$ cat config.mk
export PLATFORM = sky130hd
export DESIGN_NAME = fbd_ratio
export DESIGN_NICKNAME = d
export VERILOG_FILES = /design/src/hdl/fbd_pkg.sv /design/src/hdl/fbd_ratio.sv
export SDC_FILE = /design/constraint.sdc
export NUM_CORES = 2
export LEC_CHECK = 0
export BUFFER_PORTS_ARGS = -buffer_cell sky130_fd_sc_hd__buf_2
export CAP_MARGIN = 20
export CORE_MARGIN = 1
export CORE_UTILIZATION = 25
export DETAILED_ROUTE_END_ITERATION = 6
export PLACE_DENSITY = 0.49
export SETUP_SLACK_MARGIN = 0.15
export SYNTH_ARGS = -nofsm -noshare
export SYNTH_HDL_FRONTEND = slang
export SYNTH_SLANG_ARGS = --single-unit
$ cat constraint.sdc
create_clock -name clk_i -period 7.13 [get_ports clk_i]
set_input_delay 0.713 -clock clk_i [delete_from_list [all_inputs] [get_ports clk_i]]
set_output_delay 0.713 -clock clk_i [all_outputs]
set_load 0.01 [all_outputs]
$ cat src/hdl/fbd_pkg.sv
// ----------------------------------------------------------------------------
// fbd_pkg - shared types and constants of the fixed band detector
// Field widths, register indexes and the structs passed between stages.
// ----------------------------------------------------------------------------
package fbd_pkg;

  // frame size limits
  localparam int unsigned MAX_WIDTH  = 8192;
  localparam int unsigned MAX_HEIGHT = 8192;

  // field widths
  localparam int unsigned PIX_W    = 24;
  localparam int unsigned SIZE_W   = 14;
  localparam int unsigned ROWS_W   = 13;
  localparam int unsigned POS_W    = 13;
  localparam int unsigned THR_W    = 17;
  localparam int unsigned AGREE_W  = 8;
  localparam int unsigned COUNT_W  = 27;
  localparam int unsigned TOTAL_W  = 28;
  localparam int unsigned PROD_W   = 45;
  localparam int unsigned FRAC_W   = 16;
  localparam int unsigned IDX_W    = 3;
  localparam int unsigned CDATA_W  = 17;
  localparam int unsigned IN_TDATA_W  = 48;
  localparam int unsigned OUT_TDATA_W = 24;

  // configuration register indexes
  localparam logic [IDX_W-1:0] REG_FRAME_WIDTH  = 3'd0;
  localparam logic [IDX_W-1:0] REG_FRAME_HEIGHT = 3'd1;
  localparam logic [IDX_W-1:0] REG_TOP_ROWS     = 3'd2;
  localparam logic [IDX_W-1:0] REG_BOTTOM_ROWS  = 3'd3;
  localparam logic [IDX_W-1:0] REG_THRESHOLD    = 3'd4;
  localparam logic [IDX_W-1:0] REG_CONFIRM      = 3'd5;

  // register reset values
  localparam logic [SIZE_W-1:0]  RST_WIDTH     = 14'd1;
  localparam logic [SIZE_W-1:0]  RST_HEIGHT    = 14'd1;
  localparam logic [THR_W-1:0]   RST_THRESHOLD = 17'd65536;
  localparam logic [AGREE_W-1:0] RST_CONFIRM   = 8'd3;
  localparam logic [AGREE_W-1:0] MIN_CONFIRM   = 8'd3;

  // settled configuration as seen by the datapath
  typedef struct packed {
    logic [SIZE_W-1:0]  width;
    logic [SIZE_W-1:0]  height;
    logic [ROWS_W-1:0]  top_rows;
    logic [ROWS_W-1:0]  bottom_rows;
    logic [SIZE_W-1:0]  center_rows;
    logic               geom_err;
    logic [THR_W-1:0]   threshold;
    logic [AGREE_W-1:0] need;
  } fbd_cfg_t;

  // equal counts of one finished frame
  typedef struct packed {
    logic [COUNT_W-1:0] top_eq;
    logic [COUNT_W-1:0] ctr_eq;
    logic [COUNT_W-1:0] bot_eq;
    logic               geom_err;
  } fbd_counts_t;

  // counts with the scaled threshold of each region
  typedef struct packed {
    fbd_counts_t       counts;
    logic [PROD_W-1:0] prod_top;
    logic [PROD_W-1:0] prod_ctr;
    logic [PROD_W-1:0] prod_bot;
  } fbd_prod_t;

endpackage

$ cat src/hdl/fbd_ratio.sv
// ----------------------------------------------------------------------------
// fbd_ratio - two-stage threshold scaling of the region pixel totals
// Stage one forms rows times width per region, stage two multiplies each
// total by the Q1.16 threshold for the cross-multiplied ratio test.
// ----------------------------------------------------------------------------
module fbd_ratio
  import fbd_pkg::*;
(
  input  logic        clk_i,
  input  logic        rst_ni,
  input  fbd_cfg_t    cfg_i,
  input  logic        in_valid_i,
  output logic        in_ready_o,
  input  fbd_counts_t in_i,
  output logic        out_valid_o,
  input  logic        out_ready_i,
  output fbd_prod_t   out_o
);

  logic               v1_q, v2_q;
  logic               ready1, ready2;
  fbd_counts_t        cnt1_q;
  logic [TOTAL_W-1:0] tot_top_q, tot_ctr_q, tot_bot_q;
  fbd_prod_t          out_q;
  logic [PROD_W-1:0]  thr_x;

  assign ready2     = !v2_q || out_ready_i;
  assign ready1     = !v1_q || ready2;
  assign in_ready_o = ready1;
  assign thr_x      = PROD_W'(cfg_i.threshold);

  // stage valids
  always_ff @(posedge clk_i or negedge rst_ni) begin
    if (!rst_ni) begin
      v1_q <= 1'b0;
      v2_q <= 1'b0;
    end else begin
      if (ready1) begin
        v1_q <= in_valid_i;
      end
      if (ready2) begin
        v2_q <= v1_q;
      end
    end
  end

  // stage one: pixels per region
  always_ff @(posedge clk_i) begin
    if (in_valid_i && ready1) begin
      cnt1_q    <= in_i;
      tot_top_q <= TOTAL_W'(cfg_i.top_rows) * TOTAL_W'(cfg_i.width);
      tot_ctr_q <= TOTAL_W'(cfg_i.center_rows) * TOTAL_W'(cfg_i.width);
      tot_bot_q <= TOTAL_W'(cfg_i.bottom_rows) * TOTAL_W'(cfg_i.width);
    end
  end

  // stage two: threshold times total
  always_ff @(posedge clk_i) begin
    if (v1_q && ready2) begin
      out_q.counts   <= cnt1_q;
      out_q.prod_top <= thr_x * PROD_W'(tot_top_q);
      out_q.prod_ctr <= thr_x * PROD_W'(tot_ctr_q);
      out_q.prod_bot <= thr_x * PROD_W'(tot_bot_q);
    end
  end

  assign out_valid_o = v2_q;
  assign out_o       = out_q;

endmodule

==> out/results.ini <==
[synthesis]
synth_compound_area_share_pct=4.57
synthAdderAreaFrac_pct=51.8
yosysSeqAreaShare_pct=15.5
ys_warn_count=0
synth_flop_cell=edfxtp_1
synthMuxAreaShare_pct=0.0271
syn_avg_cell_area_sq_um=9.61
synth-xor-area-share_pct=2.17
ys_ff_latch=381
synth_top_area_share_pct=41.8
synth_cell_type_count=82
yosysTopAreaCell=fa_1
synth_edf_count=379
synthSimpleGateAreaFrac_pct=14.8
synth_top_family_by_area=adder cells
synth_cells=7684
synth_area_sq_um=73900
synthArstFlopShare_pct=0.525
yosys-top-cells-area=fa_1, edfxtp_1, ha_1, inv_1, and2_1

[worst_hold_path]
whs_path_depth=1
hold_class=in2reg
min_to=cnt1_q[62]
worstHoldStart=in_i[62]

[placement]
dpl.hpwl_um=165000
dp.cells=12000
io_buffer_count=373
dp_slack_ns=-0.366
gp_congestion=0.821

[grt]
grt-ovfl-total=0
grt_max_degree=123
track_usage_pct=13.5
grt_pass1_vias=56800
antenna_found_initial=47
grt_pass1_wl_um=319000

[worst_setup_path]
worstPathArrival_ns=7.12
regToRegSetupSlack_ns=0.41
worstPathRequired_ns=7.53
crit_path_cell_trace=and2_1 > fa_1 > inv_1 > fa_1 > fa_1 > fa_1 > inv_1 > fa_1 > inv_1 > fa_1 > inv_1 > ha_1 > a211oi_1 > nand2_1 > o21ai_1 > a21oi_1 > a2111oi_1 > buf_4 > o21ai_2 > a2111oi_2 > buf_4 > o41ai_2 > xor2_1
critPathMaxStageDelay_ns=0.55
worst_setup_path_end_kind=register
reg2reg_from=tot_top_q[6]
startpoint_type=register
crit_path_top_delay_cell=edfxtp_1
r2r-end=out_o[130]
timing.critical_path.mode_cell=fa_1
critPathMaxFanout=7
reg2regPathDepth=23
critPathKind=reg2reg

[run_status]
failed_checks=design-rule violations
status=finished, violations left

[sta]
fin_crit_ns=6.72
rsz0062_at_grt=yes
report.final.hold_viol_count=0
finalCritPeriodShare_pct=94.3
setup_viol=0
worst_slew_pin_slew_ns=0.999
drv_slew=0
relSlewSlack_pct=33.4
fmax_ghz=0.149
fin_skew_ns=0.0276
timing.final.ws_setup_ns=0.407

[cts]
cts.sinks=381
cts_tree=built
cts-root-buf=clkbuf_16
clkTransAtPathRegs_ns=0.06
cts_buffers=52
clock_latency_ns=0.67
htree_num_levels=2
clock_path_buffers=3

[routing]
via_per_inst=4.28
drc=236
wl_um=196000
drtPass1Iterations=7
routedWlPerCell_um=16.1
vias=52200
postRouteAntennaNets=0
drt_iter0_markers=2820

[die]
coreArea_sq_um=294000
fp-row-count=199
num_io_pins=399
initial_core_util_pct=25.1
die_w_um=546
die_height_um=546
die_area_sq_um=298000

[final_layout]
fillers=31100
drive_gt1_share_pct=11.8
nets=10500
fin_cells=12200
syn_to_final_growth_pct=15.3

[run]
maxCapViolCount=0

[layout make-up]
type / count / area [sq um] / share of cell area (%)
multi-input cells: 5111 / 54200 / 63.7
flip-flops and latches: 381 / 11400 / 13.4
inverters: 1826 / 6850 / 8.05
repair buffers: 856 / 6080 / 7.14
well taps: 3919 / 4900 / 5.76
clock buffers: 59 / 1330 / 1.56
clock inverters: 37 / 304 / 0.357
diodes: 10 / 25.0 / 0.0294
[cells in the mapped netlist, types with 3 or more instances]
master,n
nor3_1,27
fa_1,1542
nand2_1,1260
a211oi_1,21
o22ai_1,3
a21oi_2,3
edfxtp_1,379
a31oi_1,15
o21bai_1,29
o211ai_1,19
xnor2_1,130
or3_1,7
o31ai_1,8
nand2b_1,19
inv_1,1826
o311ai_0,3
o21ai_1,6
o41ai_1,3
o21ai_0,63
a21o_1,89
nand3_1,34
and2_1,778
xor2_1,53
nor2b_1,19
buf_1,3
ha_1,591
a21oi_1,164
nand4_1,23
a41oi_1,6
or2_2,5
or4_1,4
and3_1,8
a221oi_1,3
o31a_1,4
clkbuf_1,360
o21a_1,19
a221o_1,4
and4_1,8
nor2_1,84
nand3b_1,3
a211o_1,3
[timing repair]
action	CTS	global route
resized for setup	0	12
pin swaps	0	1
setup buffers	9	44
hold endpoints to repair	2	0
setup endpoints to repair	2	25
hold buffers	1	0
[how the worst max path moves through the flow]
| stage | cells after the start | end | from | slack, ns |
|---|---|---|---|---|
| after floorplan | 22 | out_o[89] | cfg_i[10] | 0.30 |
| after detailed placement | 23 | out_o[130] | cfg_i[10] | -0.37 |
| after global placement | 23 | out_o[130] | cfg_i[10] | -0.38 |
| final | 23 | out_o[130] | tot_top_q[6] | 0.41 |
| after CTS | 23 | out_o[130] | tot_top_q[10] | 0.15 |
| after global routing | 23 | out_o[130] | tot_top_q[7] | 0.10 |
[layer usage]
| metal | track usage, % | vias up | routed length, um |
|---|---|---|---|
| met2 | 21.7 | 1143 | 87900 |
| met5 | 0 | - | 425 |
| met3 | 2.43 | 218 | 12200 |
| li1 | - | 23900 | - |
| met4 | 2.44 | 70 | 3340 |
| met1 | 18.9 | 26900 | 92200 |
[worst max-delay path: cells and delay by family (launching register included)]
family / cells / cell delay, ns
fa+ha+maj: 7 / 3.15
buf+inv: 6 / 0.58
xor+xnor: 1 / 0.15
compound gates: 7 / 1.69
simple gates: 2 / 0.34
flops: 1 / 0.55
[state kept, by name (all words and copies together), names as in the netlist]
signal       count
out_valid_o      1
v1_q             1
cnt1_q          82
tot_top_q       27
tot_bot_q       27
tot_ctr_q       28
out_o          215
[logic make-up after synthesis]
logic type | Yosys count
xor+xnor | 183
mux | 2
simple gates | 2288
buf+inv | 2193
other cells | 1
compound gates | 503
fa+ha+maj | 2133
flops | 381
[layout by cell type (no fill, tap or decap), types with 5 or more instances in the layout]
| cell | n |
|---|---|
| and4_1 | 8 |
| inv_1 | 1826 |
| a21oi_1 | 164 |
| nand2_1 | 1260 |
| a211oi_1 | 21 |
| nor2b_1 | 19 |
| o31ai_1 | 8 |
| nand3_1 | 34 |
| clkinv_2 | 15 |
| a21o_1 | 89 |
| buf_4 | 438 |
| or2_2 | 5 |
| nor2_1 | 84 |
| o21bai_1 | 29 |
| a41oi_1 | 5 |
| clkbuf_16 | 52 |
| fa_1 | 1542 |
| diode_2 | 10 |
| nand4_1 | 23 |
| inv_6 | 5 |
| edfxtp_1 | 379 |
| or3_1 | 7 |
| nand2b_1 | 19 |
| xnor2_1 | 130 |
| nor3_1 | 26 |
| buf_2 | 370 |
| o21a_1 | 19 |
| ha_1 | 591 |
| a31oi_1 | 14 |
| buf_12 | 46 |
| o211ai_1 | 19 |
| clkinv_1 | 6 |
| o21ai_1 | 5 |
| o21ai_0 | 62 |
| clkbuf_1 | 7 |
| xor2_1 | 53 |
| and3_1 | 8 |
| and2_1 | 776 |
[through the flow]
step	setup TNS (ns)	hold slack, ns	instance area, sq um	utilization (%)
global placement	-3.39	0.401	82900	28.2
global route	0	0.192	85200	29.0
detailed placement	-3.50	0.405	82900	28.2
finish	0	0.231	85200	29.0
CTS	0	0.157	84600	28.8
floorplan	0	0.400	73900	-
Power is left out: the tool's default activity adds up to more than one toggle a clock period on the data nets, which glitch-free logic cannot reach.
