`src/hdl/fbd_pkg.sv`:
```
// ----------------------------------------------------------------------------
// fbd_pkg - shared types and constants of the fixed band detector
// Field widths, register indexes and the structs passed between stages.
// ----------------------------------------------------------------------------
package fbd_pkg;

  // frame size limits
  localparam int unsigned MAX_WIDTH  = 8192;
  localparam int unsigned MAX_HEIGHT = 8192;

  // field widths
  localparam int unsigned PIX_W    = 24;
  localparam int unsigned SIZE_W   = 14;
  localparam int unsigned ROWS_W   = 13;
  localparam int unsigned POS_W    = 13;
  localparam int unsigned THR_W    = 17;
  localparam int unsigned AGREE_W  = 8;
  localparam int unsigned COUNT_W  = 27;
  localparam int unsigned TOTAL_W  = 28;
  localparam int unsigned PROD_W   = 45;
  localparam int unsigned FRAC_W   = 16;
  localparam int unsigned IDX_W    = 3;
  localparam int unsigned CDATA_W  = 17;
  localparam int unsigned IN_TDATA_W  = 48;
  localparam int unsigned OUT_TDATA_W = 24;

  // configuration register indexes
  localparam logic [IDX_W-1:0] REG_FRAME_WIDTH  = 3'd0;
  localparam logic [IDX_W-1:0] REG_FRAME_HEIGHT = 3'd1;
  localparam logic [IDX_W-1:0] REG_TOP_ROWS     = 3'd2;
  localparam logic [IDX_W-1:0] REG_BOTTOM_ROWS  = 3'd3;
  localparam logic [IDX_W-1:0] REG_THRESHOLD    = 3'd4;
  localparam logic [IDX_W-1:0] REG_CONFIRM      = 3'd5;

  // register reset values
  localparam logic [SIZE_W-1:0]  RST_WIDTH     = 14'd1;
  localparam logic [SIZE_W-1:0]  RST_HEIGHT    = 14'd1;
  localparam logic [THR_W-1:0]   RST_THRESHOLD = 17'd65536;
  localparam logic [AGREE_W-1:0] RST_CONFIRM   = 8'd3;
  localparam logic [AGREE_W-1:0] MIN_CONFIRM   = 8'd3;

  // settled configuration as seen by the datapath
  typedef struct packed {
    logic [SIZE_W-1:0]  width;
    logic [SIZE_W-1:0]  height;
    logic [ROWS_W-1:0]  top_rows;
    logic [ROWS_W-1:0]  bottom_rows;
    logic [SIZE_W-1:0]  center_rows;
    logic               geom_err;
    logic [THR_W-1:0]   threshold;
    logic [AGREE_W-1:0] need;
  } fbd_cfg_t;

  // equal counts of one finished frame
  typedef struct packed {
    logic [COUNT_W-1:0] top_eq;
    logic [COUNT_W-1:0] ctr_eq;
    logic [COUNT_W-1:0] bot_eq;
    logic               geom_err;
  } fbd_counts_t;

  // counts with the scaled threshold of each region
  typedef struct packed {
    fbd_counts_t       counts;
    logic [PROD_W-1:0] prod_top;
    logic [PROD_W-1:0] prod_ctr;
    logic [PROD_W-1:0] prod_bot;
  } fbd_prod_t;

endpackage

```
`src/hdl/fbd_counter.sv`:
```
// ----------------------------------------------------------------------------
// fbd_counter - input register, raster position and equal-pixel counters
// Registers each pixel pair, sorts equal pixels into top, centre and bottom
// counts and hands the counts on at the last pixel of every frame.
// ----------------------------------------------------------------------------
module fbd_counter
  import fbd_pkg::*;
(
  input  logic                  clk_i,
  input  logic                  rst_ni,
  input  fbd_cfg_t              cfg_i,
  input  logic                  s_axis_tvalid,
  output logic                  s_axis_tready,
  input  logic [IN_TDATA_W-1:0] s_axis_tdata,  // previous_pixel, current_pixel
  output logic                  ev_valid_o,
  input  logic                  ev_ready_i,
  output fbd_counts_t           ev_o
);

  logic              in_valid_q;
  logic [PIX_W-1:0]  prev_q, cur_q;
  logic [POS_W-1:0]  col_q, row_q;
  logic [COUNT_W-1:0] top_eq_q, ctr_eq_q, bot_eq_q;
  logic              ev_valid_q;
  fbd_counts_t       ev_q;

  logic               process;
  logic               pix_eq, in_top, in_bot;
  logic               col_last, row_last, frame_last;
  logic [COUNT_W-1:0] top_sum, ctr_sum, bot_sum;

  // stage control: the held item moves on unless a frame event is stuck
  assign process       = in_valid_q && (!ev_valid_q || ev_ready_i);
  assign s_axis_tready = !in_valid_q || process;

  // input register
  always_ff @(posedge clk_i or negedge rst_ni) begin
    if (!rst_ni) begin
      in_valid_q <= 1'b0;
    end else if (s_axis_tready) begin
      in_valid_q <= s_axis_tvalid;
    end
  end

  always_ff @(posedge clk_i) begin
    if (s_axis_tvalid && s_axis_tready) begin
      prev_q <= s_axis_tdata[PIX_W-1:0];
      cur_q  <= s_axis_tdata[2*PIX_W-1:PIX_W];
    end
  end

  // region of the pixel and updated counts
  always_comb begin
    pix_eq     = (prev_q == cur_q);
    in_top     = (row_q < cfg_i.top_rows);
    in_bot     = ({1'b0, row_q} + {1'b0, cfg_i.bottom_rows}) >= cfg_i.height;
    top_sum    = top_eq_q + COUNT_W'(pix_eq && in_top);
    bot_sum    = bot_eq_q + COUNT_W'(pix_eq && !in_top && in_bot);
    ctr_sum    = ctr_eq_q + COUNT_W'(pix_eq && !in_top && !in_bot);
    col_last   = ({1'b0, col_q} + 14'd1) >= cfg_i.width;
    row_last   = ({1'b0, row_q} + 14'd1) >= cfg_i.height;
    frame_last = col_last && row_last;
  end

  // position and counters, cleared at every frame end
  always_ff @(posedge clk_i or negedge rst_ni) begin
    if (!rst_ni) begin
      col_q    <= '0;
      row_q    <= '0;
      top_eq_q <= '0;
      ctr_eq_q <= '0;
      bot_eq_q <= '0;
    end else if (process) begin
      col_q <= col_last ? '0 : col_q + POS_W'(1);
      if (col_last) begin
        row_q <= row_last ? '0 : row_q + POS_W'(1);
      end
      if (frame_last) begin
        top_eq_q <= '0;
        ctr_eq_q <= '0;
        bot_eq_q <= '0;
      end else begin
        top_eq_q <= top_sum;
        ctr_eq_q <= ctr_sum;
        bot_eq_q <= bot_sum;
      end
    end
  end

  // frame event register
  always_ff @(posedge clk_i or negedge rst_ni) begin
    if (!rst_ni) begin
      ev_valid_q <= 1'b0;
    end else if (!ev_valid_q || ev_ready_i) begin
      ev_valid_q <= process && frame_last;
    end
  end

  always_ff @(posedge clk_i) begin
    if (process && frame_last) begin
      ev_q.top_eq   <= top_sum;
      ev_q.ctr_eq   <= ctr_sum;
      ev_q.bot_eq   <= bot_sum;
      ev_q.geom_err <= cfg_i.geom_err;
    end
  end

  assign ev_valid_o = ev_valid_q;
  assign ev_o       = ev_q;

endmodule

```
`config.mk`:
```
export PLATFORM = sky130hd
export DESIGN_NAME = fbd_counter
export DESIGN_NICKNAME = d
export VERILOG_FILES = /design/src/hdl/fbd_pkg.sv /design/src/hdl/fbd_counter.sv
export SDC_FILE = /design/constraint.sdc
export NUM_CORES = 1
export LEC_CHECK = 0
export ABC_AREA = 0
export BUFFER_PORTS_ARGS = -buffer_cell sky130_fd_sc_hd__buf_2
export CAP_MARGIN = 40
export CORE_MARGIN = 4
export CORE_UTILIZATION = 38
export DETAILED_ROUTE_END_ITERATION = 10
export GPL_ROUTABILITY_DRIVEN = 0
export GPL_TIMING_DRIVEN = 0
export SLEW_MARGIN = 40
export SYNTH_ARGS = -nofsm -noshare
export SYNTH_HDL_FRONTEND = slang
export SYNTH_SLANG_ARGS = --single-unit
```
`constraint.sdc`:
```
create_clock -name clk_i -period 5.6 [get_ports clk_i]
set_input_delay 0.28 -clock clk_i [delete_from_list [all_inputs] [get_ports clk_i]]
set_output_delay 0.28 -clock clk_i [all_outputs]
set_load 0.01 [all_outputs]
```
==> out/results.txt <==
share of layout cells above drive strength 1: 18.5%
Fmax: 0.191 GHz
Filler Cells Inserted: 3093
leakage: 6.89 nW
ys async rst share: 45.6%
GRT Total Usage: 16.6%
R2R cell count: 19
global-route wire length before repair: 48.5 mm
# clock sinks: 239
synthesized instance count: 1167
vias per cell: 4.94
Routed WL per cell: 16.1 um
Worst VDD drop: 0.218 mV
Reg2Reg Launch Point: row_q[0]
cts bufs inserted: 27
YS warnings: 0
CP Class: reg -> reg
worst-margin pin slew: 0.828 ns
clock-pin slew on the worst setup and hold paths: 0.06 ns
root buf cell: clkbuf_16
Hold Path Depth: 3
Worst path slowest cell: or4_4
Synth-to-Final Area Change: 24.3%
endpoints failing setup: 0
Slew Viols, Final: 0
Worst EP arrival: 5.65 ns
DRC violations left: 0
height of the chip: 190 um
EDFF count, synth: 130
Crit path required time: 6.02 ns
mux cell area share after synthesis: 0.160%
largest net degree at the start of global routing: 69
simple-gate area share of the yosys netlist: 17.4%
vias in the first global route: 9269
synth cell count leaders: 158 x nor2_1, 130 x edfxtp_1, 109 x dfrtp_1, 108 x xnor2_1, 92 x nand2_1
CP most frequent cell: ha_1
clock skew: 0.0123 ns
post-DP HPWL: 22.0 mm
CP Capture Type: register
IO Port Bufs: 190
Max-Cap Viols: 0
width of the die: 190 um
adder-cell share of the synthesized area: 7.85%
CP Cell Sequence: ha_1 > fa_1 > a211oi_2 > o21ai_0 > a31oi_2 > o31ai_1 > xor2_1 > ha_1 > a211oi_1 > o2111ai_1 > a21oi_2 > ha_2 > ha_1 > buf_2 > nand4_4 > or4_4 > nor3_2 > xnor2_1 > nor2_2
Nets: 1665
clock tree buffer depth: 3
Final ANT Viol Nets: 0
post-synthesis cell type count: 58
largest family of logic cells by synthesized area: simple AND/OR/NAND/NOR gates
RSZ-0062 raised after global routing: no
total core area: 32500 um^2
clk_lat worst skew: 0.54 ns
Overflow after GRT: 0
Cell Rows: 66
status: completed
relative slew slack: 44.8%
FF+latch count, synth: 239
setup slack after layout: 0.370 ns
Die Area: 35900 um^2
most common cell in the netlist: nor2_1
Vias: 9397
total power: 4.38 mW
Starting Density: 38.5%
largest fanout on the critical path: 8
Post-synth top flop: edfxtp_1
Synth Area in XOR/XNOR: 12.0%
hold endpoint: ev_valid_o
# IOs: 230
DRT Wirelength: 30.7 mm
Net Count, Synth: 1391
top cells by area, synth: edfxtp_1 31%, dfrtp_1 22%, ha_1 7.7%
Ant. Diodes: 0
mapped cell area: 12500 um^2
instance area after placement: 14100 um^2
synthesized area per cell: 10.7 um^2
Final Critical Period: 5.23 ns
sequential fraction of the synthesis area: 52.9%
final instance area: 15600 um^2
Yosys top cell area share: 31.2%
final worst-path cycle share: 93.4%
area leader, netlist: edfxtp_1
1st-iter DRT viols: 582
power density over the cells: 281 nW/um^2
startpoint class of the critical path: register
hold path start: ev_ready_i
compound-cell area share of the yosys netlist: 6.92%
CTS tree: built
initial antenna violation count: 0
Fin. Hold Viols: 0
worst reg2reg endpoint: ctr_eq_q[24]
min-delay worst type: in -> reg
r2r setup slk: 0.37 ns
first drt pass iteration count: 5
pre-CTS setup slack: 0.0730 ns
Critical Path Max Stage Delay: 0.61 ns
H-tree level count: 1
-- metrics by stage --
stage | TNS [ns] | hold WS (ns) | utilization [%] | std cells
floorplan | 0 | -0.0156 | - | 1167
global placement | -17.97 | 0.458 | 43.1 | 1799
detailed placement | 0 | 0.195 | 43.4 | 1802
CTS | 0 | 0.0815 | 47.8 | 1903
global route | 0 | 0.118 | 47.9 | 1904
finish | 0 | 0.108 | 47.9 | 1904
-- timing repair --
item | CTS | global route
gates resized for setup | 0 | 9
hold buffers | 51 | 0
setup buffers | 0 | 1
endpoints found under the setup margin | 0 | 30
endpoints found under the hold margin | 91 | 0
-- report_power, final --
| group | leakage [nW] | internal [mW] | switching (mW) |
|---|---|---|---|
| Sequential | 2.65 | 1.96 | 0.107 |
| Combinational | 3.79 | 0.258 | 0.276 |
| Clock | 0.444 | 1.07 | 0.700 |
| Total | 6.89 | 3.29 | 1.08 |
-- cells in the final DEF (no fill, tap or decap), types with 3 or more instances in the layout --
| master | instances |
|---|---|
| xor2_1 | 64 |
| nor3_1 | 49 |
| nand2_1 | 92 |
| nand3_1 | 52 |
| nor2_1 | 157 |
| dfrtp_1 | 108 |
| inv_1 | 51 |
| o21a_1 | 4 |
| a21o_1 | 17 |
| o221a_2 | 8 |
| nor2b_1 | 4 |
| a21oi_1 | 26 |
| o21ai_0 | 36 |
| buf_2 | 196 |
| edfxtp_1 | 130 |
| o2111ai_1 | 3 |
| ha_1 | 76 |
| a211oi_1 | 5 |
| buf_1 | 5 |
| o31ai_1 | 4 |
| a31oi_1 | 4 |
| nand2b_1 | 12 |
| and3_1 | 22 |
| bufinv_16 | 3 |
| nor4_1 | 6 |
| nand4_1 | 32 |
| and4_1 | 7 |
| and2_1 | 6 |
| xnor2_1 | 108 |
| clkbuf_16 | 28 |
| clkinv_2 | 7 |
| clkbuf_1 | 30 |
| dlygate4sd3_1 | 51 |
-- per-layer routing --
layer	part of all wire, %	vias to the layer above	routed length, um	track usage [%]
met5	0	-	0	0
met3	5.3	38	1630	3.03
met1	45	4466	13900	22.6
li1	-	4658	-	-
met4	1.8	0	542	3.37
met2	48	235	14600	28.1
-- sequential cells by signal (all words and copies together), names as in the netlist --
register,flops
ev_o,82
in_valid_q,1
row_q,13
prev_q,24
cur_q,24
top_eq_q,27
ctr_eq_q,27
bot_eq_q,27
ev_valid_o,1
col_q,13
-- worst max-delay path by stage --
stage / startpoint / end / slack (ns) / depth (start not counted)
6_report: row_q[0] / ctr_eq_q[24] / 0.37 / 19
5_1_grt: row_q[0] / ctr_eq_q[24] / 0.04 / 22
4_1_cts: row_q[0] / ctr_eq_q[24] / 0.03 / 19
3_5_place_dp: row_q[0] / ctr_eq_q[24] / 0.07 / 19
3_3_place_gp: col_q[2] / ev_o[17] / -0.22 / 12
2_1_floorplan: row_q[0] / ctr_eq_q[24] / 1.05 / 19
-- cells by family (layout without fill, tap and decap cells) --
| group | after synthesis | count (layout) |
|---|---|---|
| XOR/XNOR | 172 | 172 |
| buffers and inverters | 87 | 382 |
| flip-flops | 239 | 239 |
| multiplexers | 2 | 2 |
| adder cells (fa/ha/maj) | 78 | 78 |
| AND/OR/NAND/NOR | 459 | 459 |
| AO/OA/AOI/OAI | 130 | 130 |
-- worst max-delay path, delay by kind of cell (launching register included) --
kind / cells / cell delay [ns]
AND/OR/NAND/NOR: 4 / 1.01
XOR/XNOR: 2 / 0.31
flip-flops: 1 / 0.48
adder cells (fa/ha/maj): 5 / 1.41
buffers and inverters: 1 / 0.21
AO/OA/AOI/OAI: 7 / 1.70
-- cell type report --
type | count | area [um^2] | area share (%)
Sequential cell | 239 | 6630 | 42.6
Clock inverter | 13 | 153 | 0.980
Tap cell | 442 | 553 | 3.55
Clock buffer | 37 | 744 | 4.78
Timing Repair Buffer | 245 | 1550 | 9.98
Inverter | 51 | 191 | 1.23
Buffer | 36 | 155 | 0.996
Multi-Input combinational cell | 841 | 5600 | 35.9
Power figures use the tool's default switching activity.
