$ cat config.mk
export PLATFORM = sky130hd
export DESIGN_NAME = fbd_band
export DESIGN_NICKNAME = d
export VERILOG_FILES = /design/src/hdl/fbd_pkg.sv /design/src/hdl/fbd_band.sv
export SDC_FILE = /design/constraint.sdc
export NUM_CORES = 1
export LEC_CHECK = 0
export BUFFER_PORTS_ARGS = -buffer_cell sky130_fd_sc_hd__buf_2
export CORE_AREA = 2 2 132 134
export CTS_CLUSTER_SIZE = 20
export DETAILED_ROUTE_END_ITERATION = 8
export DIE_AREA = 0 0 134 136
export PLACE_DENSITY = 0.62
export SLEW_MARGIN = 20
export SYNTH_ARGS = -nofsm -noshare
export SYNTH_HDL_FRONTEND = slang
export SYNTH_SLANG_ARGS = --single-unit
$ cat constraint.sdc
create_clock -name clk_i -period 4.7 [get_ports clk_i]
set_clock_uncertainty 0.1 [all_clocks]
set_input_delay 0.94 -clock clk_i [delete_from_list [all_inputs] [get_ports clk_i]]
set_output_delay 0.94 -clock clk_i [all_outputs]
set_load 0.02 [all_outputs]
$ cat src/hdl/fbd_pkg.sv
// ----------------------------------------------------------------------------
// fbd_pkg - shared types and constants of the fixed band detector
// Field widths, register indexes and the structs passed between stages.
// ----------------------------------------------------------------------------
package fbd_pkg;

  // frame size limits
  localparam int unsigned MAX_WIDTH  = 8192;
  localparam int unsigned MAX_HEIGHT = 8192;

  // field widths
  localparam int unsigned PIX_W    = 24;
  localparam int unsigned SIZE_W   = 14;
  localparam int unsigned ROWS_W   = 13;
  localparam int unsigned POS_W    = 13;
  localparam int unsigned THR_W    = 17;
  localparam int unsigned AGREE_W  = 8;
  localparam int unsigned COUNT_W  = 27;
  localparam int unsigned TOTAL_W  = 28;
  localparam int unsigned PROD_W   = 45;
  localparam int unsigned FRAC_W   = 16;
  localparam int unsigned IDX_W    = 3;
  localparam int unsigned CDATA_W  = 17;
  localparam int unsigned IN_TDATA_W  = 48;
  localparam int unsigned OUT_TDATA_W = 24;

  // configuration register indexes
  localparam logic [IDX_W-1:0] REG_FRAME_WIDTH  = 3'd0;
  localparam logic [IDX_W-1:0] REG_FRAME_HEIGHT = 3'd1;
  localparam logic [IDX_W-1:0] REG_TOP_ROWS     = 3'd2;
  localparam logic [IDX_W-1:0] REG_BOTTOM_ROWS  = 3'd3;
  localparam logic [IDX_W-1:0] REG_THRESHOLD    = 3'd4;
  localparam logic [IDX_W-1:0] REG_CONFIRM      = 3'd5;

  // register reset values
  localparam logic [SIZE_W-1:0]  RST_WIDTH     = 14'd1;
  localparam logic [SIZE_W-1:0]  RST_HEIGHT    = 14'd1;
  localparam logic [THR_W-1:0]   RST_THRESHOLD = 17'd65536;
  localparam logic [AGREE_W-1:0] RST_CONFIRM   = 8'd3;
  localparam logic [AGREE_W-1:0] MIN_CONFIRM   = 8'd3;

  // settled configuration as seen by the datapath
  typedef struct packed {
    logic [SIZE_W-1:0]  width;
    logic [SIZE_W-1:0]  height;
    logic [ROWS_W-1:0]  top_rows;
    logic [ROWS_W-1:0]  bottom_rows;
    logic [SIZE_W-1:0]  center_rows;
    logic               geom_err;
    logic [THR_W-1:0]   threshold;
    logic [AGREE_W-1:0] need;
  } fbd_cfg_t;

  // equal counts of one finished frame
  typedef struct packed {
    logic [COUNT_W-1:0] top_eq;
    logic [COUNT_W-1:0] ctr_eq;
    logic [COUNT_W-1:0] bot_eq;
    logic               geom_err;
  } fbd_counts_t;

  // counts with the scaled threshold of each region
  typedef struct packed {
    fbd_counts_t       counts;
    logic [PROD_W-1:0] prod_top;
    logic [PROD_W-1:0] prod_ctr;
    logic [PROD_W-1:0] prod_bot;
  } fbd_prod_t;

endpackage

$ cat src/hdl/fbd_band.sv
// ----------------------------------------------------------------------------
// fbd_band - ratio compare, band agreement state and result register
// Decides centre movement and band stillness, updates agreement counts and
// confirmation latches and holds the frame result for the output stream.
// ----------------------------------------------------------------------------
module fbd_band
  import fbd_pkg::*;
(
  input  logic                   clk_i,
  input  logic                   rst_ni,
  input  fbd_cfg_t               cfg_i,
  input  logic                   in_valid_i,
  output logic                   in_ready_o,
  input  fbd_prod_t              in_i,
  output logic                   m_axis_tvalid,
  input  logic                   m_axis_tready,
  // top_agreements, bottom_agreements, top_confirmed, bottom_confirmed,
  // center_moved, geometry_error, zero fill
  output logic [OUT_TDATA_W-1:0] m_axis_tdata
);

  logic                   out_valid_q;
  logic [OUT_TDATA_W-1:0] res_q;
  logic [AGREE_W-1:0]     top_agree_q, bot_agree_q, top_agree_d, bot_agree_d;
  logic                   top_lat_q, bot_lat_q, top_lat_d, bot_lat_d;
  logic                   take, moved, top_still, bot_still;
  logic [PROD_W-1:0]      lhs_top, lhs_ctr, lhs_bot;

  assign in_ready_o = !out_valid_q || m_axis_tready;
  assign take       = in_valid_i && in_ready_o;

  // cross-multiplied ratio tests and band update
  always_comb begin
    lhs_top   = {2'b00, in_i.counts.top_eq, {FRAC_W{1'b0}}};
    lhs_ctr   = {2'b00, in_i.counts.ctr_eq, {FRAC_W{1'b0}}};
    lhs_bot   = {2'b00, in_i.counts.bot_eq, {FRAC_W{1'b0}}};
    moved     = !in_i.counts.geom_err && (lhs_ctr < in_i.prod_ctr);
    top_still = lhs_top >= in_i.prod_top;
    bot_still = lhs_bot >= in_i.prod_bot;

    top_agree_d = top_agree_q;
    top_lat_d   = top_lat_q;
    if (!in_i.counts.geom_err && !top_lat_q && (cfg_i.top_rows != '0)) begin
      top_agree_d = (top_still && moved) ? top_agree_q + AGREE_W'(1) : '0;
      top_lat_d   = top_agree_d >= cfg_i.need;
    end

    bot_agree_d = bot_agree_q;
    bot_lat_d   = bot_lat_q;
    if (!in_i.counts.geom_err && !bot_lat_q && (cfg_i.bottom_rows != '0)) begin
      bot_agree_d = (bot_still && moved) ? bot_agree_q + AGREE_W'(1) : '0;
      bot_lat_d   = bot_agree_d >= cfg_i.need;
    end
  end

  // band state
  always_ff @(posedge clk_i or negedge rst_ni) begin
    if (!rst_ni) begin
      top_agree_q <= '0;
      bot_agree_q <= '0;
      top_lat_q   <= 1'b0;
      bot_lat_q   <= 1'b0;
    end else if (take) begin
      top_agree_q <= top_agree_d;
      bot_agree_q <= bot_agree_d;
      top_lat_q   <= top_lat_d;
      bot_lat_q   <= bot_lat_d;
    end
  end

  // result register
  always_ff @(posedge clk_i or negedge rst_ni) begin
    if (!rst_ni) begin
      out_valid_q <= 1'b0;
    end else if (in_ready_o) begin
      out_valid_q <= in_valid_i;
    end
  end

  always_ff @(posedge clk_i) begin
    if (take) begin
      res_q <= {4'b0000, in_i.counts.geom_err, moved, bot_lat_d, top_lat_d,
                bot_agree_d, top_agree_d};
    end
  end

  assign m_axis_tvalid = out_valid_q;
  assign m_axis_tdata  = res_q;

endmodule

==> metrics, run 1 <==
WP data required 4.63 ns; max_slew headroom 0.598; Die Area 0.0182 mm²; CTS max path bufs 2; first-pass GRT wire length 21800 µm; crit path to m_axis_tdata[16]; H-tree depth 2; Final Hold Vio Count 0; initial antenna violation count 0; synth unique cells 54; Setup CP Type primary input to flop; CP max stage delay 0.36 ns; crit-path cells buf_2 -> inv_1 -> ha_1 -> and4_1 -> a221o_1 -> o2111ai_1 -> and4_1 -> nand2_2 -> or2_2 -> ha_1 -> nand2b_1 -> a21o_1 -> a21o_1 -> a211oi_1 -> o21bai_1 -> a31oi_1 -> o21bai_1; PortBufs 276; Worst VDD drop 147 µV; Mapped Cells 567; final critical-path required period 4.38 ns; GP Congestion 0.816; ANT cells 0; final core utilization 0.381; clock sinks 39; top-count cell post-synth inv_1; CTS Root Cell clkbuf_16; ys flop type edfxtp_1; Syn-to-layout area delta 38.2%; Die Span Y 136 µm; CTS tree done; Slew Viols, Final 0; pwr dens 164 mW/mm²; CP startpoint kind primary input; Iteration-0 DRC Markers 242; main area contributors after synthesis ha_1 27%, edfxtp_1 13%, dfrtp_1 10%; r2r endpoint m_axis_tdata[17]; #FFs+latches synth 39; # DRC 0; worst slack, placed 0.0195 ns; Slew @ Worst Pin 0.603 ns; CP arrival 4.31 ns; Post-layout nets 1261; overall global routing resource usage 0.148; Setup Viol. Count Final 0; Worst R2R Path Depth 9; HPWL Detailed 12500 µm; hold crit path type flop to flop; syn_area_per_cell 8.20 µm²; CTS resizes 0; total routed wirelength 14200 µm; Synth area leader ha_1; crit path max fanout 4; cell family with most CP delay compound AO/OA/AOI/OAI gates; CP Buf/Inv Count 2; Syn. warnings 0; Top Ports 341; Crit-path slowest cell a221o_1; register area share after synthesis 0.232; WL per Instance 13.2 µm; TNS Setup 0 ns; Post-CTS Hold Buffers 0; Worst setup startpoint in_i[64]; asr flop ratio synth 0.487; Critical Path Stages 17; RSZ-0062 raised after global routing false; worst-skew pair later-pin latency 0.28 ns; FF-to-FF Start bot_agree_q[0]; core area 0.0169 mm²; EDFF count, synth 20; Initial Utilization 0.275; postcts setup bufs 0; Clock transition at path regs 0.06 ns; Inserted Clock Buffers 5; gr ovfl total 0; Vias/cell 4.71; DR pass1 iterations 4; Setup WS post-layout 0.321 ns; row count 48; proportion of layout cells with a drive suffix above 1 0.354; Fmax 228 MHz; Leak Pwr 0.00351 µW; Tcrit/Tclk final 0.932; largest net degree at the start of global routing 20; Yosys top cell area share 0.267; Die X 134 µm; Post-DRT Antenna Nets 0; r2r setup slk 2.12 ns; synth cell count leaders 103 x inv_1, 99 x ha_1, 53 x nand2_1; Max Cap Viol 0; CP Capture Type flop; vias in the first global route 4699; outcome finished, final reports clean; Vias 5055; area of the mapped netlist 0.00465 mm²; WHS 0.396 ns
## layout by cell type (no fill, tap or decap), types with 3 or more instances in the layout
cell type / count
a221o_1: 3
a21oi_1: 45
and4_1: 10
edfxtp_1: 20
buf_2: 276
buf_4: 9
and3_1: 3
nand2b_1: 9
a21o_1: 12
o211ai_1: 8
ha_1: 99
clkbuf_16: 5
a211oi_1: 3
nand3b_1: 3
nand3_1: 16
nor2_1: 13
dfrtp_1: 19
o21bai_1: 7
and2_1: 3
nand2_1: 53
nor3b_1: 4
o21ai_0: 17
nand4_1: 16
inv_1: 103
a31oi_1: 14
conb_1: 4
o311ai_1: 5
o22ai_1: 12
nor4_1: 14
o31ai_1: 5
nor3_1: 5
or2_2: 3
## worst reg2reg max path, cell delays in order, from the launching register on
cell and delay, ns:
dfrtp_1 0.45, ha_1 0.27, nand3_1 0.19, or2_2 0.35, a21oi_1 0.16, ha_1 0.23
o21ai_0 0.14, o21bai_1 0.09, a31oi_1 0.25, o21bai_1 0.10
## state kept, by name, indices dropped and copies added (netlist names)
signal         count
bot_lat_q          1
top_agree_q        8
m_axis_tvalid      1
m_axis_tdata      20
top_lat_q          1
bot_agree_q        8
## per-layer routing
metal,track usage,vias up,wire [µm]
li1,-,2619,-
met1,0.175,2252,5730
met2,0.281,164,7480
met3,0.0168,20,680
met4,0.0414,0,265
met5,0,-,0
## layout make-up
| class | count | area (µm²) |
|---|---|---|
| Fill cell | 1751 | 10500 |
| Multi-Input combinational cell | 413 | 3090 |
| Timing Repair Buffer | 285 | 1450 |
| Sequential cell | 39 | 1080 |
| Inverter | 103 | 387 |
| Tap cell | 225 | 282 |
| Clock buffer | 7 | 133 |
| Clock inverter | 1 | 5.00 |
## per-stage QoR
step | instance area, µm² | instances | total power, µW
after floorplan | 4660 | 570 | 571
after global placement | 6280 | 1065 | 735
after detailed placement | 6280 | 1065 | 741
after CTS | 6420 | 1073 | 1070
after global routing | 6420 | 1073 | 1130
final | 6420 | 1073 | 1060
## power breakdown
part | internal (µW) | switching (µW)
combinational | 173 | 180
sequential | 373 | 5.44
clock | 196 | 128
total | 742 | 313
## logic make-up (layout without fill, tap and decap cells)
logic type | count (synthesis) | after routing | synth area share
simple gates | 165 | 165 | 0.195
compound gates | 144 | 144 | 0.199
buf+inv | 118 | 396 | 0.106
fa+ha+maj | 99 | 99 | 0.267
flops | 39 | 39 | 0.232
other cells | 1 | 4 | 0.000807
xor+xnor | 1 | 1 | 0.00189
## worst min path at each step
stage | start | to | slack (ns) | cells past startpoint
floorplan | bot_lat_q | bot_lat_q | 0.35 | 1
global placement | bot_lat_q | bot_lat_q | 0.38 | 1
detailed placement | bot_lat_q | bot_lat_q | 0.38 | 1
CTS | bot_lat_q | bot_lat_q | 0.40 | 1
global route | bot_lat_q | bot_lat_q | 0.42 | 1
finish | bot_lat_q | bot_lat_q | 0.40 | 1
(Power assumes the default switching activity.)
==> inputs of run 2 (changes only) <==
--- a/config.mk
+++ b/config.mk
@@ -11,6 +11,7 @@
 export DETAILED_ROUTE_END_ITERATION = 8
 export DIE_AREA = 0 0 134 136
 export PLACE_DENSITY = 0.62
+export SETUP_SLACK_MARGIN = 0.4
 export SLEW_MARGIN = 20
 export SYNTH_ARGS = -nofsm -noshare
 export SYNTH_HDL_FRONTEND = slang
==> run 2 against run 1 <==
Effect of this change: first-iteration DRC count down 4.1%; total power increased by 5.4%; core utilization increased by 2.5 points; hold slack better by 0.011 ns; register-to-register slack lost 0.07 ns; non-clock buffer count increased by 10; sequential power about the same; global-route usage is 0.21 points lower; critical path depth is 2 higher; critical endpoint unchanged; highest routed layer unchanged.
==> metrics, run 2 (synthesis results as in run 1) <==
GP Congestion 0.867 (was 0.816); Setup Viol. Count Final 0 (unchanged); Tcrit/Tclk final 0.883 (was 0.932); Min-Delay Startpoint bot_lat_q (unchanged); Worst setup startpoint in_i[109] (was in_i[64]); Die X 134 µm (unchanged); CTS max path bufs 2 (unchanged); Max Cap Viol 0 (unchanged); crit path max fanout 3 (was 4); met3 WL 923 µm (was 680 µm); Iteration-0 DRC Markers 232 (was 242); Power Total 1110 µW (was 1060 µW); post-route non-filler standard cell count 1083 (was 1073); core area 0.0169 mm² (unchanged); Leak Pwr 0.00362 µW (was 0.00351 µW); vias in the first global route 4720 (was 4699); max_slew headroom 0.642 (was 0.598); WHS 0.407 ns (was 0.396 ns); pwr dens 163 mW/mm² (was 164 mW/mm²); gr ovfl total 0 (unchanged); max FFs per register 20 (unchanged); Post-DRT Antenna Nets 0 (unchanged); Clock transition at path regs 0.06 ns (about the same); CP arrival 4.08 ns (was 4.31 ns); CP Capture Type flop (unchanged); Cells after DPL 1066 (was 1065); PortBufs 276 (unchanged); DR pass1 iterations 4 (unchanged); Slew Viols, Final 0 (unchanged); TNS Setup 0 ns (unchanged); Initial Utilization 0.275 (unchanged); proportion of layout cells with a drive suffix above 1 0.402 (was 0.354); overall global routing resource usage 0.146 (was 0.148); initial antenna violation count 0 (unchanged); HPWL Detailed 12300 µm (was 12500 µm); Inserted Clock Buffers 5 (unchanged); largest net degree at the start of global routing 25 (was 20); # DRC 0 (unchanged); final critical-path required period 4.15 ns (was 4.38 ns); outcome finished, final reports clean (unchanged); Met2 Wirelength 7320 µm (was 7480 µm); Fmax 241 MHz (was 228 MHz); Vias 5123 (was 5055); Syn-to-layout area delta 47.2% (was 38.2%); Top Ports 341 (unchanged); commonest non-fill, non-tap cell in the layout buf_2 (unchanged); FF-to-FF Start bot_agree_q[0] (unchanged); Slew @ Worst Pin 0.537 ns (was 0.603 ns); first-pass GRT wire length 21500 µm (was 21800 µm); RSZ-0062 raised after global routing false (unchanged); WP data required 4.63 ns (about the same); met1 wire length 5970 µm (was 5730 µm); max layer used met4 (unchanged); CTS Root Cell clkbuf_16 (unchanged); row count 48 (unchanged); H-tree depth 2 (unchanged); ANT cells 0 (unchanged); WL per Instance 13.5 µm (was 13.2 µm); Worst VDD drop 156 µV (was 147 µV); Setup CP Type primary input to flop (unchanged); Die Area 0.0182 mm² (unchanged); Vias/cell 4.73 (was 4.71); Die Span Y 136 µm (unchanged); Post-CTS Hold Buffers 0 (unchanged); Post-layout nets 1271 (was 1261); CTS tree done (unchanged); most frequent cells in the layout 276 x buf_2, 100 x inv_1, 83 x ha_1, 53 x nand2_1, 43 x a21oi_1 (was 276 x buf_2, 103 x inv_1, 99 x ha_1, 53 x nand2_1, 45 x a21oi_1); hold crit path type flop to flop (unchanged); total routed wirelength 14600 µm (was 14200 µm); clock sinks 39 (unchanged); CP startpoint kind primary input (unchanged); Final Hold Vio Count 0 (unchanged); worst-skew pair later-pin latency 0.28 ns (about the same)
[run 2: metrics by stage]
step                      cell area, µm²   util  setup slack (ns)
after CTS                           6460  0.383             0.418
final                               6840  0.405             0.550
after detailed placement            6300  0.373            0.0352
after floorplan                     4660      -             0.392
after global routing                6840  0.405             0.383
after global placement              6300  0.373            0.0492
[run 2: final timing paths]
path | slack (ns) | to | depth (start not counted)
hold reg to reg | 0.41 | bot_lat_q | 1
min in group asynchronous | 0.51 | bot_agree_q[6] | 1
hold / removal | 0.41 | bot_lat_q | 1
max in group asynchronous | 3.64 | top_agree_q[2] | 1
setup / recovery | 0.55 | m_axis_tdata[16] | 19
setup reg to reg | 2.05 | m_axis_tdata[17] | 9
[run 2: power breakdown]
group / internal [µW] / switching [µW] / total [µW]
clock: 209 / 130 / 339
combinational: 197 / 197 / 395
sequential: 373 / 5.40 / 378
[run 2: final cells by class]
| cell class | count | area, µm² |
|---|---|---|
| clock inverters | 1 | 3.75 |
| multi-input cells | 413 | 3420 |
| repair buffers | 295 | 1530 |
| fillers | 1720 | 10000 |
| flip-flops and latches | 39 | 1080 |
| well taps | 225 | 282 |
| inverters | 103 | 387 |
| clock buffers | 7 | 143 |
[run 2: per-layer routing]
layer | vias to the layer above | global-route usage
li1 | 2639 | -
met1 | 2259 | 0.171
met2 | 193 | 0.266
met3 | 32 | 0.0268
met4 | 0 | 0.0508
met5 | - | 0
[run 2: critical path: stages]
cell and delay [ns]:
buf_2 0.08, inv_1 0.06, ha_4 0.27, and4_4 0.24, nand4_1 0.12, o31ai_2 0.28
nor4_2 0.08, buf_4 0.14, o32ai_4 0.15, nand2_2 0.12, or2_4 0.26, ha_1 0.26
nand2b_1 0.14, a21o_1 0.17, a21o_1 0.16, a211oi_2 0.16, o21bai_1 0.10, a31oi_2 0.25
o21bai_1 0.10
[run 2: what timing repair did]
action | 4_1_cts | 5_1_grt
setup buffers | 0 | 9
resized for setup | 2 | 41
endpoints found under the setup margin | 1 | 4
hold endpoints to repair | 0 | 0
pin swaps | 0 | 41
==> inputs of run 3 (changes only) <==
--- a/config.mk
+++ b/config.mk
@@ -5,12 +5,12 @@
 export SDC_FILE = /design/constraint.sdc
 export NUM_CORES = 1
 export LEC_CHECK = 0
-export BUFFER_PORTS_ARGS = -buffer_cell sky130_fd_sc_hd__buf_2
-export CORE_AREA = 2 2 132 134
+export CORE_AREA = 2 2 133 135
 export CTS_CLUSTER_SIZE = 20
 export DETAILED_ROUTE_END_ITERATION = 8
-export DIE_AREA = 0 0 134 136
-export PLACE_DENSITY = 0.62
+export DIE_AREA = 0 0 135 137
+export DONT_BUFFER_PORTS = 1
+export PLACE_DENSITY = 0.44
 export SETUP_SLACK_MARGIN = 0.4
 export SLEW_MARGIN = 20
 export SYNTH_ARGS = -nofsm -noshare
==> run 3 against run 2 <==
Effect of this change: maximum frequency is 0.27% lower; total power decreased by 14%; core utilization decreased by 10 points; final area fell by 25%; first-iteration DRC count is 21% lower; critical path depth shrank 2; non-clock buffer count fell by 284; flip-flop and latch count stayed put; sequential power up 4%; count of clock-buffer cells in the layout is the same.
==> metrics, run 3 (synthesis results as in run 1) <==
proportion of layout cells with a drive suffix above 1 0.0646 (was 0.402); register share of total power 0.412 (was 0.340); Post-DRT Antenna Nets 0 (unchanged); Inserted Clock Buffers 5 (unchanged); worst-skew pair later-pin latency 0.28 ns (about the same); ANT cells 0 (unchanged); Final Hold Vio Count 0 (unchanged); worst slack, placed 0.0799 ns (was 0.0352 ns); Pint 671 µW (was 779 µW); HPWL Detailed 12000 µm (was 12300 µm); WL per Instance 17.6 µm (was 13.5 µm); DR pass1 iterations 4 (unchanged); Setup Viol. Count Final 0 (unchanged); Cells after DPL 788 (was 1066); Slew Viols, Final 0 (unchanged); cell family with most CP delay compound AO/OA/AOI/OAI gates (unchanged); final critical-path required period 4.16 ns (was 4.15 ns); vias in the first global route 4247 (was 4720); total routed wirelength 14000 µm (was 14600 µm); CP max stage delay 0.37 ns (was 0.28 ns); CP arrival 4.08 ns (about the same); Sw Pwr 282 µW (was 332 µW); outcome finished, final reports clean (unchanged); Initial Utilization 0.272 (was 0.275); Tcrit/Tclk final 0.886 (was 0.883); TNS Setup 0 ns (unchanged); max FFs per register 20 (unchanged); PortBufs 0 (was 276); overall global routing resource usage 0.145 (was 0.146); pwr dens 185 mW/mm² (was 163 mW/mm²); post-route non-filler standard cell count 798 (was 1083); CTS Root Cell clkbuf_16 (unchanged); Setup CP Type primary input to flop (unchanged); Crit-path slowest cell a221o_1 (was o31ai_2); Fmax 240 MHz (was 241 MHz); Top Ports 341 (unchanged); RSZ-0062 raised after global routing false (unchanged); Slew @ Worst Pin 0.832 ns (was 0.537 ns); hold crit path type primary input to async pin (was flop to flop); CP Capture Type flop (unchanged); CP Buf/Inv Count 2 (was 3); Vias 4177 (was 5123); Syn-to-layout area delta 11.1% (was 47.2%); Gate power share 0.251 (was 0.355); Vias/cell 5.23 (was 4.73); CTS tree done (unchanged); H-tree depth 2 (unchanged); final core utilization 0.303 (was 0.405); Leak Pwr 0.00246 µW (was 0.00362 µW); clock sinks 39 (unchanged); Post-CTS Hold Buffers 0 (unchanged); Iteration-0 DRC Markers 183 (was 232); Die Area 0.0185 mm² (was 0.0182 mm²); crit path max fanout 6 (was 3); max_slew headroom 0.445 (was 0.642); core area 0.0171 mm² (was 0.0169 mm²); initial antenna violation count 0 (unchanged); first-pass GRT wire length 21200 µm (was 21500 µm); Die X 135 µm (was 134 µm); Die Span Y 137 µm (was 136 µm); Clock transition at path regs 0.06 ns (about the same); most frequent cells in the layout 103 x inv_1, 98 x ha_1, 53 x nand2_1, 44 x a21oi_1, 20 x edfxtp_1 (was 276 x buf_2, 100 x inv_1, 83 x ha_1, 53 x nand2_1, 43 x a21oi_1); Filler cells 1827 (was 1720); crit-path cells inv_1 -> ha_1 -> and4_1 -> a221o_1 -> o2111ai_2 -> and4_4 -> buf_12 -> nand2_4 -> or2_1 -> ha_1 -> nand2b_1 -> a21o_1 -> a21o_1 -> a211oi_2 -> o21bai_1 -> a31oi_1 -> o21bai_1 (was buf_2 -> inv_1 -> ha_4 -> and4_4 -> nand4_1 -> o31ai_2 -> nor4_2 -> buf_4 -> o32ai_4 -> nand2_2 -> or2_4 -> ha_1 -> nand2b_1 -> a21o_1 -> a21o_1 -> a211oi_2 -> o21bai_1 -> a31oi_2 -> o21bai_1); Post-layout nets 987 (was 1271); DP Area 0.00492 mm² (was 0.00630 mm²); CTS max path bufs 2 (unchanged); commonest non-fill, non-tap cell in the layout inv_1 (was buf_2); GP Congestion 0.849 (was 0.867); largest net degree at the start of global routing 20 (was 25); # DRC 0 (unchanged); Worst VDD drop 222 µV (was 156 µV); CP startpoint kind primary input (unchanged); Sw Share 0.296 (was 0.299); WP data required 4.62 ns (was 4.63 ns); Max Cap Viol 0 (unchanged); Setup WS post-layout 0.538 ns (was 0.550 ns); Design Area, Final 0.00516 mm² (was 0.00684 mm²); row count 48 (unchanged); gr ovfl total 0 (unchanged); Clk pwr share 0.338 (was 0.305)
-- run 3: cell count changes in the layout (fill, tap and decap cells not counted), moves of 2 or more --
cell    delta
ha_4      -15
ha_1      +15
inv_2      -3
and4_1     +2
buf_6      -2
buf_4      -7
and4_4     -2
inv_1      +3
buf_2    -276
-- run 3: what timing repair did --
action                     CTS  global route
gates resized for setup      3            11
setup endpoints to repair    1             3
setup buffers                1             2
pin swaps                    5            17
-- run 3: layout make-up --
| type | count | area, µm² | area share |
|---|---|---|---|
| multi-input cells | 413 | 3190 | 0.618 |
| flip-flops and latches | 39 | 1080 | 0.208 |
| inverters | 103 | 387 | 0.0749 |
| well taps | 225 | 282 | 0.0545 |
| clock buffers | 7 | 133 | 0.0257 |
| repair buffers | 11 | 95.1 | 0.0184 |
-- run 3: worst paths after layout --
| path | startpoint | end | slack, ns | cells past startpoint |
|---|---|---|---|---|
| setup / recovery | in_i[63] | m_axis_tdata[17] | 0.54 | 17 |
| hold / removal | rst_ni | bot_agree_q[5] | 0.24 | 0 |
| setup reg to reg | bot_agree_q[0] | m_axis_tdata[17] | 1.99 | 9 |
| hold reg to reg | bot_lat_q | bot_lat_q | 0.39 | 1 |
| max in group asynchronous | rst_ni | top_agree_q[3] | 4.18 | 0 |
| min in group clk_i | bot_lat_q | bot_lat_q | 0.39 | 1 |
-- run 3: power by group through the flow --
stage / sequential, µW / clock, µW / combinational, µW
floorplan: 397 / 0 / 175
global placement: 399 / 0 / 221
detailed placement: 399 / 0 / 228
CTS: 392 / 331 / 231
global route: 394 / 340 / 278
finish: 392 / 322 / 239
-- run 3: layer usage --
metal / routed length [µm] / GRT usage / up-vias
met1: 5620 / 0.175 / 1919
met3: 842 / 0.0278 / 19
met4: 300 / 0.0509 / 0
met5: 0 / 0 / -
li1: - / - / 2062
met2: 7250 / 0.259 / 177
-- run 3: worst reg2reg max path: stages, from the launching register on --
cell,delay (ns)
dfrtp_1,0.46
ha_1,0.29
nand3_1,0.19
or2_2,0.37
a21oi_1,0.17
ha_1,0.25
o21ai_0,0.16
o21bai_1,0.10
a31oi_1,0.22
o21bai_1,0.14
-- run 3: through the flow --
stage | power, µW | hold WS [ns]
detailed placement | 627 | 0.379
CTS | 954 | 0.238
finish | 952 | 0.245
global route | 1010 | 0.236
floorplan | 572 | 0.351
global placement | 619 | 0.370
